==> config.mk <==
export PLATFORM = sky130hd
export DESIGN_NAME = led_matrix_scan_blink_flat
export DESIGN_NICKNAME = d
export VERILOG_FILES = /design/src/hw/rtl/lms_pkg.sv /design/src/hw/rtl/lms_in_if.sv /design/src/hw/rtl/lms_out_if.sv /design/src/hw/rtl/led_matrix_scan_blink.sv /design/src/hw/rtl/lms_ram.sv /design/src/hw/rtl/lms_mod.sv /design/src/flat_wrapper.sv
export SDC_FILE = /design/constraint.sdc
export NUM_CORES = 1
export LEC_CHECK = 0
export ABC_AREA = 1
export CAP_MARGIN = 25
export CORE_UTILIZATION = 50
export DETAILED_ROUTE_END_ITERATION = 8
export DONT_BUFFER_PORTS = 1
export GPL_ROUTABILITY_DRIVEN = 0
export PLACE_DENSITY_LB_ADDON = 0.2
export SLEW_MARGIN = 40
export SYNTH_ARGS = -nofsm -noshare
export SYNTH_HDL_FRONTEND = slang
export SYNTH_SLANG_ARGS = --single-unit
export TNS_END_PERCENT = 10
==> constraint.sdc <==
create_clock -name clk -period 3.1 [get_ports clk]
set_input_delay 0.155 -clock clk [delete_from_list [all_inputs] [get_ports clk]]
set_output_delay 0.155 -clock clk [all_outputs]
set_load 0.05 [all_outputs]
==> src/hw/rtl/lms_pkg.sv <==
// ----------------------------------------------------------------------------
// lms_pkg: shared types and constants for the LED matrix scan driver
// Grid geometry, item function codes, register indexes and sequencer states.
// ----------------------------------------------------------------------------
package lms_pkg;

  localparam int GRID_SIZE = 8;
  localparam int COORD_W   = $clog2(GRID_SIZE);
  localparam int CELLS     = GRID_SIZE * GRID_SIZE;
  localparam int CELL_AW   = $clog2(CELLS);
  localparam int CODE_W    = 8;
  localparam int FUNC_W    = 2;
  localparam int CFG_IDX_W = 1;

  localparam logic [CODE_W-1:0] EMPTY_RESET = 8'd4;

  typedef logic [FUNC_W-1:0] func_t;
  localparam func_t FUNC_TICK  = 2'd0;
  localparam func_t FUNC_WRITE = 2'd1;
  localparam func_t FUNC_CLEAR = 2'd2;

  typedef logic [CFG_IDX_W-1:0] cfg_idx_t;
  localparam cfg_idx_t REG_CURSOR_ENABLE = 1'd0;
  localparam cfg_idx_t REG_EMPTY_CODE    = 1'd1;

  typedef enum logic [2:0] {
    S_IDLE,
    S_READ,
    S_LOAD,
    S_MOD,
    S_EMIT
  } state_t;

endpackage

==> src/hw/rtl/lms_in_if.sv <==
// ----------------------------------------------------------------------------
// lms_in_if: input item channel
// Valid/ready channel carrying one tick, cell write or clear request.
// ----------------------------------------------------------------------------
interface lms_in_if;
  logic                                valid;
  logic                                ready;
  logic [lms_pkg::FUNC_W-1:0]          func;
  logic [lms_pkg::COORD_W-1:0]         cell_row;
  logic [lms_pkg::COORD_W-1:0]         cell_col;
  logic [lms_pkg::CODE_W-1:0]          cell_value;
  logic [lms_pkg::COORD_W-1:0]         cursor_x;
  logic [lms_pkg::COORD_W-1:0]         cursor_y;
  logic [lms_pkg::CODE_W-1:0]          cursor_value;

  modport source (
    output valid, func, cell_row, cell_col, cell_value, cursor_x, cursor_y, cursor_value,
    input  ready
  );
  modport sink (
    input  valid, func, cell_row, cell_col, cell_value, cursor_x, cursor_y, cursor_value,
    output ready
  );
endinterface

==> src/hw/rtl/lms_out_if.sv <==
// ----------------------------------------------------------------------------
// lms_out_if: result channel
// Valid/ready channel carrying the row select and column pattern of one tick.
// ----------------------------------------------------------------------------
interface lms_out_if;
  logic                                valid;
  logic                                ready;
  logic [lms_pkg::COORD_W-1:0]         row_index;
  logic [lms_pkg::GRID_SIZE-1:0]       row_drive_n;
  logic [lms_pkg::GRID_SIZE-1:0]       column_bits;

  modport source (
    output valid, row_index, row_drive_n, column_bits,
    input  ready
  );
  modport sink (
    input  valid, row_index, row_drive_n, column_bits,
    output ready
  );
endinterface

==> src/hw/rtl/led_matrix_scan_blink.sv <==
// ----------------------------------------------------------------------------
// led_matrix_scan_blink: 8x8 multiplexed LED matrix driver with pixel blink
// Cell divisor store, row scan and per-column blink check on each tick.
// ----------------------------------------------------------------------------
// Usage:
//   item   : valid/ready input. func selects scan tick, cell write or clear.
//   result : valid/ready output, one transfer per scan tick only.
//   cfg    : cfg_wen/cfg_index/cfg_data register write, taken in any cycle.
// Cell writes and clears are taken while idle and produce no result;
// ready stays high for them. A scan tick reads the eight cells of cell
// row 7 minus the driven row one after another from the cell RAM and
// checks each against the cycle counter in a shared shift-subtract
// remainder unit, one bit per cycle. Ready stays low until the finished
// result is loaded into the output register, so no item is taken mid-tick.
// The finished result sits in an output register; if it is still not
// taken when the next tick finishes, the block holds that tick until the
// register frees up.
// Reset clears the row and cycle counters and marks every cell empty by
// dropping per-cell valid bits, so no clearing pass is needed; a clear
// item marks every cell empty the same way, with the current empty code.
// ----------------------------------------------------------------------------
module led_matrix_scan_blink (
  input  logic                            clk,
  input  logic                            rst,
  lms_in_if.sink                          item,
  lms_out_if.source                       result,
  input  logic                            cfg_wen,
  input  logic [lms_pkg::CFG_IDX_W-1:0]   cfg_index,
  input  logic [lms_pkg::CODE_W-1:0]      cfg_data
);

  localparam int CW = lms_pkg::COORD_W;
  localparam int DW = lms_pkg::CODE_W;

  lms_pkg::state_t state, state_next;

  logic                       cursor_enable;
  logic [DW-1:0]              empty_code;
  logic [DW-1:0]              clear_value;
  logic [lms_pkg::CELLS-1:0]  cell_valid;
  logic [DW-1:0]              cycle_count;
  logic [CW-1:0]              scan_row;
  logic [CW-1:0]              col;
  logic [lms_pkg::GRID_SIZE-1:0] column_acc;
  logic [CW-1:0]              cur_x;
  logic [CW-1:0]              cur_y;
  logic [DW-1:0]              cur_v;

  logic                       accept;
  logic                       take_tick;
  logic                       take_write;
  logic                       take_clear;
  logic                       mod_start;
  logic                       mod_done;
  logic                       mod_multiple;
  logic                       load_out;
  logic                       last_col;
  logic [CW-1:0]              src_row;
  logic [lms_pkg::CELL_AW-1:0] rd_addr;
  logic [lms_pkg::CELL_AW-1:0] wr_addr;
  logic [DW-1:0]              rd_data;
  logic [DW-1:0]              cell_code;
  logic [DW-1:0]              divisor;
  logic [DW:0]                cc_inc;

  assign accept     = item.valid && item.ready;
  assign take_tick  = accept && (item.func == lms_pkg::FUNC_TICK);
  assign take_write = accept && (item.func == lms_pkg::FUNC_WRITE);
  assign take_clear = accept && (item.func == lms_pkg::FUNC_CLEAR);

  assign src_row  = CW'(lms_pkg::GRID_SIZE - 1) - scan_row;
  assign rd_addr  = {src_row, col};
  assign wr_addr  = {item.cell_row, item.cell_col};
  assign last_col = col == CW'(lms_pkg::GRID_SIZE - 1);
  assign cc_inc   = {1'b0, cycle_count} + 9'd1;

  assign cell_code = cell_valid[rd_addr] ? rd_data : clear_value;
  assign divisor   = (cursor_enable && src_row == cur_y && col == cur_x) ? cur_v : cell_code;

  lms_ram #(
    .WIDTH (DW),
    .DEPTH (lms_pkg::CELLS)
  ) u_cells (
    .clk   (clk),
    .we    (take_write),
    .waddr (wr_addr),
    .wdata (item.cell_value),
    .raddr (rd_addr),
    .rdata (rd_data)
  );

  lms_mod u_mod (
    .clk         (clk),
    .rst         (rst),
    .start       (mod_start),
    .dividend    (cycle_count),
    .divisor     (divisor),
    .done        (mod_done),
    .is_multiple (mod_multiple)
  );

  always_ff @(posedge clk) begin
    if (rst) begin
      state <= lms_pkg::S_IDLE;
    end else begin
      state <= state_next;
    end
  end

  always_comb begin
    state_next = state;
    item.ready = 1'b0;
    mod_start  = 1'b0;
    load_out   = 1'b0;
    unique case (state)
      lms_pkg::S_IDLE: begin
        item.ready = 1'b1;
        if (take_tick) begin
          state_next = lms_pkg::S_READ;
        end
      end
      lms_pkg::S_READ: begin
        state_next = lms_pkg::S_LOAD;
      end
      lms_pkg::S_LOAD: begin
        mod_start  = 1'b1;
        state_next = lms_pkg::S_MOD;
      end
      lms_pkg::S_MOD: begin
        if (mod_done) begin
          state_next = last_col ? lms_pkg::S_EMIT : lms_pkg::S_READ;
        end
      end
      lms_pkg::S_EMIT: begin
        if (!result.valid || result.ready) begin
          load_out   = 1'b1;
          state_next = lms_pkg::S_IDLE;
        end
      end
      default: begin
        state_next = lms_pkg::S_IDLE;
      end
    endcase
  end

  // configuration and store bookkeeping
  always_ff @(posedge clk) begin
    if (rst) begin
      cursor_enable <= 1'b0;
      empty_code    <= lms_pkg::EMPTY_RESET;
      clear_value   <= lms_pkg::EMPTY_RESET;
      cell_valid    <= '0;
      cycle_count   <= '0;
      scan_row      <= '0;
    end else begin
      if (cfg_wen && cfg_index == lms_pkg::REG_CURSOR_ENABLE) begin
        cursor_enable <= cfg_data[0];
      end
      if (cfg_wen && cfg_index == lms_pkg::REG_EMPTY_CODE) begin
        empty_code <= cfg_data;
      end
      if (take_write) begin
        cell_valid[wr_addr] <= 1'b1;
      end
      if (take_clear) begin
        cell_valid  <= '0;
        clear_value <= empty_code;
      end
      if (take_tick) begin
        scan_row <= scan_row + 1'b1;
        // wrap back to one once the count reaches empty_code - 1
        if (cc_inc >= {1'b0, empty_code}) begin
          cycle_count <= 8'd1;
        end else begin
          cycle_count <= cc_inc[DW-1:0];
        end
      end
    end
  end

  // per-tick working registers
  always_ff @(posedge clk) begin
    if (take_tick) begin
      cur_x      <= item.cursor_x;
      cur_y      <= item.cursor_y;
      cur_v      <= item.cursor_value;
      col        <= '0;
      column_acc <= '0;
    end else if (state == lms_pkg::S_MOD && mod_done) begin
      column_acc[CW'(lms_pkg::GRID_SIZE - 1) - col] <= mod_multiple;
      if (!last_col) begin
        col <= col + 1'b1;
      end
    end
  end

  always_ff @(posedge clk) begin
    if (rst) begin
      result.valid <= 1'b0;
    end else if (load_out) begin
      result.valid <= 1'b1;
    end else if (result.ready) begin
      result.valid <= 1'b0;
    end
  end

  always_ff @(posedge clk) begin
    if (load_out) begin
      result.row_index   <= scan_row;
      result.row_drive_n <= ~(lms_pkg::GRID_SIZE'(1) << scan_row);
      result.column_bits <= column_acc;
    end
  end

endmodule

==> src/hw/rtl/lms_ram.sv <==
// ----------------------------------------------------------------------------
// lms_ram: generic single-write, single-read RAM
// One write port and one read port with registered read data.
// ----------------------------------------------------------------------------
module lms_ram #(
  parameter int WIDTH = 8,
  parameter int DEPTH = 64
) (
  input  logic                     clk,
  input  logic                     we,
  input  logic [$clog2(DEPTH)-1:0] waddr,
  input  logic [WIDTH-1:0]         wdata,
  input  logic [$clog2(DEPTH)-1:0] raddr,
  output logic [WIDTH-1:0]         rdata
);

  logic [WIDTH-1:0] mem [DEPTH];

  always_ff @(posedge clk) begin
    if (we) begin
      mem[waddr] <= wdata;
    end
    rdata <= mem[raddr];
  end

endmodule

==> src/hw/rtl/lms_mod.sv <==
// ----------------------------------------------------------------------------
// lms_mod: iterative remainder unit
// Restoring shift-subtract remainder, one dividend bit per cycle; reports
// whether the dividend is a nonzero-divisor multiple.
// ----------------------------------------------------------------------------
module lms_mod (
  input  logic                        clk,
  input  logic                        rst,
  input  logic                        start,
  input  logic [lms_pkg::CODE_W-1:0]  dividend,
  input  logic [lms_pkg::CODE_W-1:0]  divisor,
  output logic                        done,
  output logic                        is_multiple
);

  localparam int CntW = $clog2(lms_pkg::CODE_W);

  logic                        run;
  logic [CntW-1:0]             cnt;
  logic [lms_pkg::CODE_W-1:0]  rem;
  logic [lms_pkg::CODE_W-1:0]  num;
  logic [lms_pkg::CODE_W-1:0]  div;
  logic [lms_pkg::CODE_W:0]    rem_sh;
  logic [lms_pkg::CODE_W:0]    rem_sub;
  logic                        fits;

  assign rem_sh  = {rem, num[lms_pkg::CODE_W-1]};
  assign fits    = rem_sh >= {1'b0, div};
  assign rem_sub = rem_sh - {1'b0, div};

  always_ff @(posedge clk) begin
    if (rst) begin
      run  <= 1'b0;
      done <= 1'b0;
      cnt  <= '0;
    end else begin
      done <= 1'b0;
      if (start) begin
        run <= 1'b1;
        cnt <= '0;
      end else if (run) begin
        cnt <= cnt + 1'b1;
        if (cnt == CntW'(lms_pkg::CODE_W - 1)) begin
          run  <= 1'b0;
          done <= 1'b1;
        end
      end
    end
  end

  // for a nonzero divisor the remainder stays below it, so it fits the code width
  always_ff @(posedge clk) begin
    if (start) begin
      rem <= '0;
      num <= dividend;
      div <= divisor;
    end else if (run) begin
      rem <= fits ? rem_sub[lms_pkg::CODE_W-1:0] : rem_sh[lms_pkg::CODE_W-1:0];
      num <= {num[lms_pkg::CODE_W-2:0], 1'b0};
    end
  end

  assign is_multiple = (div != '0) && (rem == '0);

endmodule
==> src/flat_wrapper.sv <==
// flat-port wrapper written by rule: the top's interface ports become plain ports
module led_matrix_scan_blink_flat 
  (clk, rst, cfg_wen, cfg_index, cfg_data, item_valid, item_func, item_cell_row, item_cell_col, item_cell_value, item_cursor_x, item_cursor_y, item_cursor_value, item_ready, result_valid, result_row_index, result_row_drive_n, result_column_bits, result_ready);
  lms_in_if item_i ();
  lms_out_if result_i ();
  input  logic clk;
  input  logic rst;
  input  logic cfg_wen;
  input  logic [lms_pkg::CFG_IDX_W-1:0] cfg_index;
  input  logic [lms_pkg::CODE_W-1:0] cfg_data;
  input wire logic [$bits(item_i.valid)-1:0] item_valid;
  input wire logic [$bits(item_i.func)-1:0] item_func;
  input wire logic [$bits(item_i.cell_row)-1:0] item_cell_row;
  input wire logic [$bits(item_i.cell_col)-1:0] item_cell_col;
  input wire logic [$bits(item_i.cell_value)-1:0] item_cell_value;
  input wire logic [$bits(item_i.cursor_x)-1:0] item_cursor_x;
  input wire logic [$bits(item_i.cursor_y)-1:0] item_cursor_y;
  input wire logic [$bits(item_i.cursor_value)-1:0] item_cursor_value;
  output wire logic [$bits(item_i.ready)-1:0] item_ready;
  output wire logic [$bits(result_i.valid)-1:0] result_valid;
  output wire logic [$bits(result_i.row_index)-1:0] result_row_index;
  output wire logic [$bits(result_i.row_drive_n)-1:0] result_row_drive_n;
  output wire logic [$bits(result_i.column_bits)-1:0] result_column_bits;
  input wire logic [$bits(result_i.ready)-1:0] result_ready;
  assign item_i.valid = item_valid;
  assign item_i.func = item_func;
  assign item_i.cell_row = item_cell_row;
  assign item_i.cell_col = item_cell_col;
  assign item_i.cell_value = item_cell_value;
  assign item_i.cursor_x = item_cursor_x;
  assign item_i.cursor_y = item_cursor_y;
  assign item_i.cursor_value = item_cursor_value;
  assign item_ready = item_i.ready;
  assign result_valid = result_i.valid;
  assign result_row_index = result_i.row_index;
  assign result_row_drive_n = result_i.row_drive_n;
  assign result_column_bits = result_i.column_bits;
  assign result_i.ready = result_ready;
  led_matrix_scan_blink u_core (.clk(clk), .rst(rst), .item(item_i), .result(result_i), .cfg_wen(cfg_wen), .cfg_index(cfg_index), .cfg_data(cfg_data));
endmodule
==> flow_summary.toml <==
[layout]
seq_area_sq_mm = 0.0194
final_util_pct = 58.8
finalNonFillerCells = 3310
antenna_cells = 0
largest_register_ffs = 512
synthToLayoutAreaGrowth_pct = 15.6
layout-drive-gt1-share_pct = 9.87
final_area_sq_mm = 0.0318
nFillCells = 4360
top_regs = "u_core.u_cells.mem: 512 flops, u_core.cell_valid: 64 flops"
multiInputGateArea_sq_mm = 0.00695
nNetsFinal = 2629
top_register = "u_core.u_cells.mem"

[cts]
cts_max_level = 3
cts_buffers = 70
clock_sinks = 689
clockBufferDepth = 3
clkLatencyLatePin_ps = 610
cts_resized = 0
cts_tree = "yes"
cts_root_buf = "clkbuf_16"
cts_setup_buffers = 0
clk_pin_slew_ps = 60

[synth]
synth_top_cell_area_share_pct = 61.3
synth-seq-cells = 689
synth_top_area_cell = "edfxtp_1"
ys_warn_count = 0
ys_seq_area_share_pct = 70.6
postSynth.asyncResetShare_pct = 0
syn-num-nets = 2485
syn_avg_cell_area_sq_um = 11.4
synth-main-ff-cell = "edfxtp_1"
synth_cell_types = 52
synth.cell_area_sq_mm = 0.0275
ys_top_cells_by_count = "nand2_1, edfxtp_1, nor2_1, inv_1, nand3_1"
yosys-top-cells-area = "edfxtp_1, dfxtp_1, nand2_1"
synth_edf_count = 561
yosysMostFrequentCell = "nand2_1"
syn_inst = 2413

[floorplanning]
die_x_um = 236
fp-row-count = 85
die_area_sq_mm = 0.0559
core_area_sq_mm = 0.0540
io_pins = 65
start_util_pct = 50.9
die_h_um = 236

[timing]
final_hold_viol_count = 0
fin_crit_ps = 2760
setup_viol = 0
fin_crit_sh_pct = 89.0
worst_pin_slew_ps = 840
tns_ps = 0
slew_violations = 0
fin_skew_ps = 28.4
rsz0062_at_grt = "false"
slew_headroom_pct = 43.9
max_freq_mhz = 362

[hold_path]
hold_depth = 2
hold_path_end = "u_core.empty_code[7]$_SDFFE_PP0P_"
min-delay-start = "cfg_index"
hold_class = "in -> reg"

[critical_path]
worstSetupPathType = "reg -> reg"
r2r_start = "u_core.col[2]$_SDFFE_PP0P_"
reg2reg_setup_slack_ps = 340
r2r_end = "u_core.u_cells.rdata[7]$_DFF_P_"
rr_worst_depth = 11
crit_path_end_kind = "register"
cp_max_fo = 21
worstPathRequired_ps = 3600
setup.worst_path.start_class = "register"
worstPathArrival_ps = 3260

[power_and_ir_drop]
cellLeakagePower_nw = 11.8
p_per_area_mw_per_mm2 = 646
vdd_drop_max_v = 0.000553
total_power_w = 0.0205

[global_route]
grtUsageTotal_pct = 28.0
grt_max_degree = 65
grt_overflow_total = 0
grt_pass1_wl_um = 116000
grt_pass1_vias = 18348
antenna_found_initial = 0

[placed_design]
numPortBuffers = 0
dp.cells = 3131
hpwl_um = 48300
placed_area_sq_mm = 0.0289

[route]
drcViolationCount = 0
final_antenna_net_count = 0
finalWirelength_um = 77400
wl_met1_um = 32500
dr_total_vias = 18856
via_per_inst = 5.70
dr.first_iter.drc_count = 2251
wl_per_cell_um = 23.4
dr_wl_met3_um = 7310
dr.pass1.iters = 6
met2_wirelength_um = 35700
maxUsedRoutingLayer = "met4"

[flow_run]
cap_violations = 0

[status]
outcome = "complete, no violations"
-- worst max path at each step --
stage	startpoint	end	cells after the start	slack, ps
floorplan	u_core.cycle_count[0]$_SDFFE_PP0P_	u_core.cycle_count[1]$_SDFFE_PP0P_	12	880
global placement	u_core.col[2]$_SDFFE_PP0P_	u_core.u_cells.rdata[7]$_DFF_P_	11	490
detailed placement	u_core.cycle_count[0]$_SDFFE_PP0P_	u_core.cycle_count[2]$_SDFFE_PP0P_	12	420
CTS	u_core.cycle_count[1]$_SDFFE_PP0P_	u_core.cycle_count[2]$_SDFFE_PP0P_	12	400
global route	u_core.cycle_count[0]$_SDFFE_PP0P_	u_core.cycle_count[2]$_SDFFE_PP0P_	12	130
finish	u_core.col[2]$_SDFFE_PP0P_	u_core.u_cells.rdata[7]$_DFF_P_	11	340
-- final cells by class --
class,count,area share (%)
Timing Repair Buffer,170,5.24
Clock inverter,24,0.748
Sequential cell,689,61.1
Multi-Input combinational cell,1464,21.9
Clock buffer,105,6.42
Inverter,162,1.92
Tap cell,696,2.74
-- what timing repair did --
item,in CTS,in global routing
hold buffers,50,0
setup endpoints to repair,0,0
endpoints found under the hold margin,559,0
-- worst max-delay path, cell delays in order, from the launching register on --
cell and delay [ps]:
dfxtp_1 600, inv_1 260, nand3_2 290, inv_2 90, buf_4 240, a22o_1 250, nor2_1 180, nand4_1 130
nand3_1 290, nand2_1 120, nand2_1 130, nand2_1 60
-- metrics by stage --
stage / hold slack [ps] / setup WS (ps)
2_1_floorplan: 224 / 885
3_3_place_gp: 230 / 487
3_5_place_dp: 233 / 416
4_1_cts: 5.08 / 404
5_1_grt: 77.2 / 134
6_report: 41.7 / 340
-- per-layer routing --
layer,vias to the layer above,track usage [%]
li1,8662,-
met1,9138,40.0
met2,954,43.6
met3,102,5.32
met4,0,8.74
met5,-,0
-- logic make-up after synthesis --
group / after synthesis / synth area share [%]
simple gates: 1157 / 17.6
buf+inv: 260 / 4.15
compound gates: 267 / 5.94
xor+xnor: 12 / 0.382
fa+ha+maj: 28 / 1.30
flops: 689 / 70.6
-- report_power, final --
part           total (W)  switching [W]  leakage (nW)  internal (W)
combinational    0.00169        0.00118          4.55      0.000516
sequential        0.0104       0.000174          6.09        0.0103
clock            0.00839        0.00349          1.11       0.00490
-- placed cells by master (no fill, tap or decap), types with 13 or more instances in the layout --
| master | Yosys | final |
|---|---|---|
| nor3_1 | 16 | 16 |
| a21oi_1 | 121 | 121 |
| o21ai_0 | 52 | 52 |
| clkbuf_16 | 0 | 75 |
| a22o_1 | 23 | 23 |
| nor2_1 | 283 | 283 |
| ha_1 | 27 | 27 |
| nand4_1 | 73 | 73 |
| a22oi_1 | 31 | 31 |
| nand2_1 | 623 | 622 |
| buf_4 | 10 | 110 |
| edfxtp_1 | 561 | 561 |
| nand3_1 | 129 | 129 |
| a211oi_1 | 13 | 13 |
| dfxtp_1 | 128 | 126 |
| clkbuf_1 | 28 | 25 |
| dlygate4sd3_1 | 0 | 42 |
| inv_1 | 153 | 152 |
No activity file was read; power rests on OpenSTA's default activity.
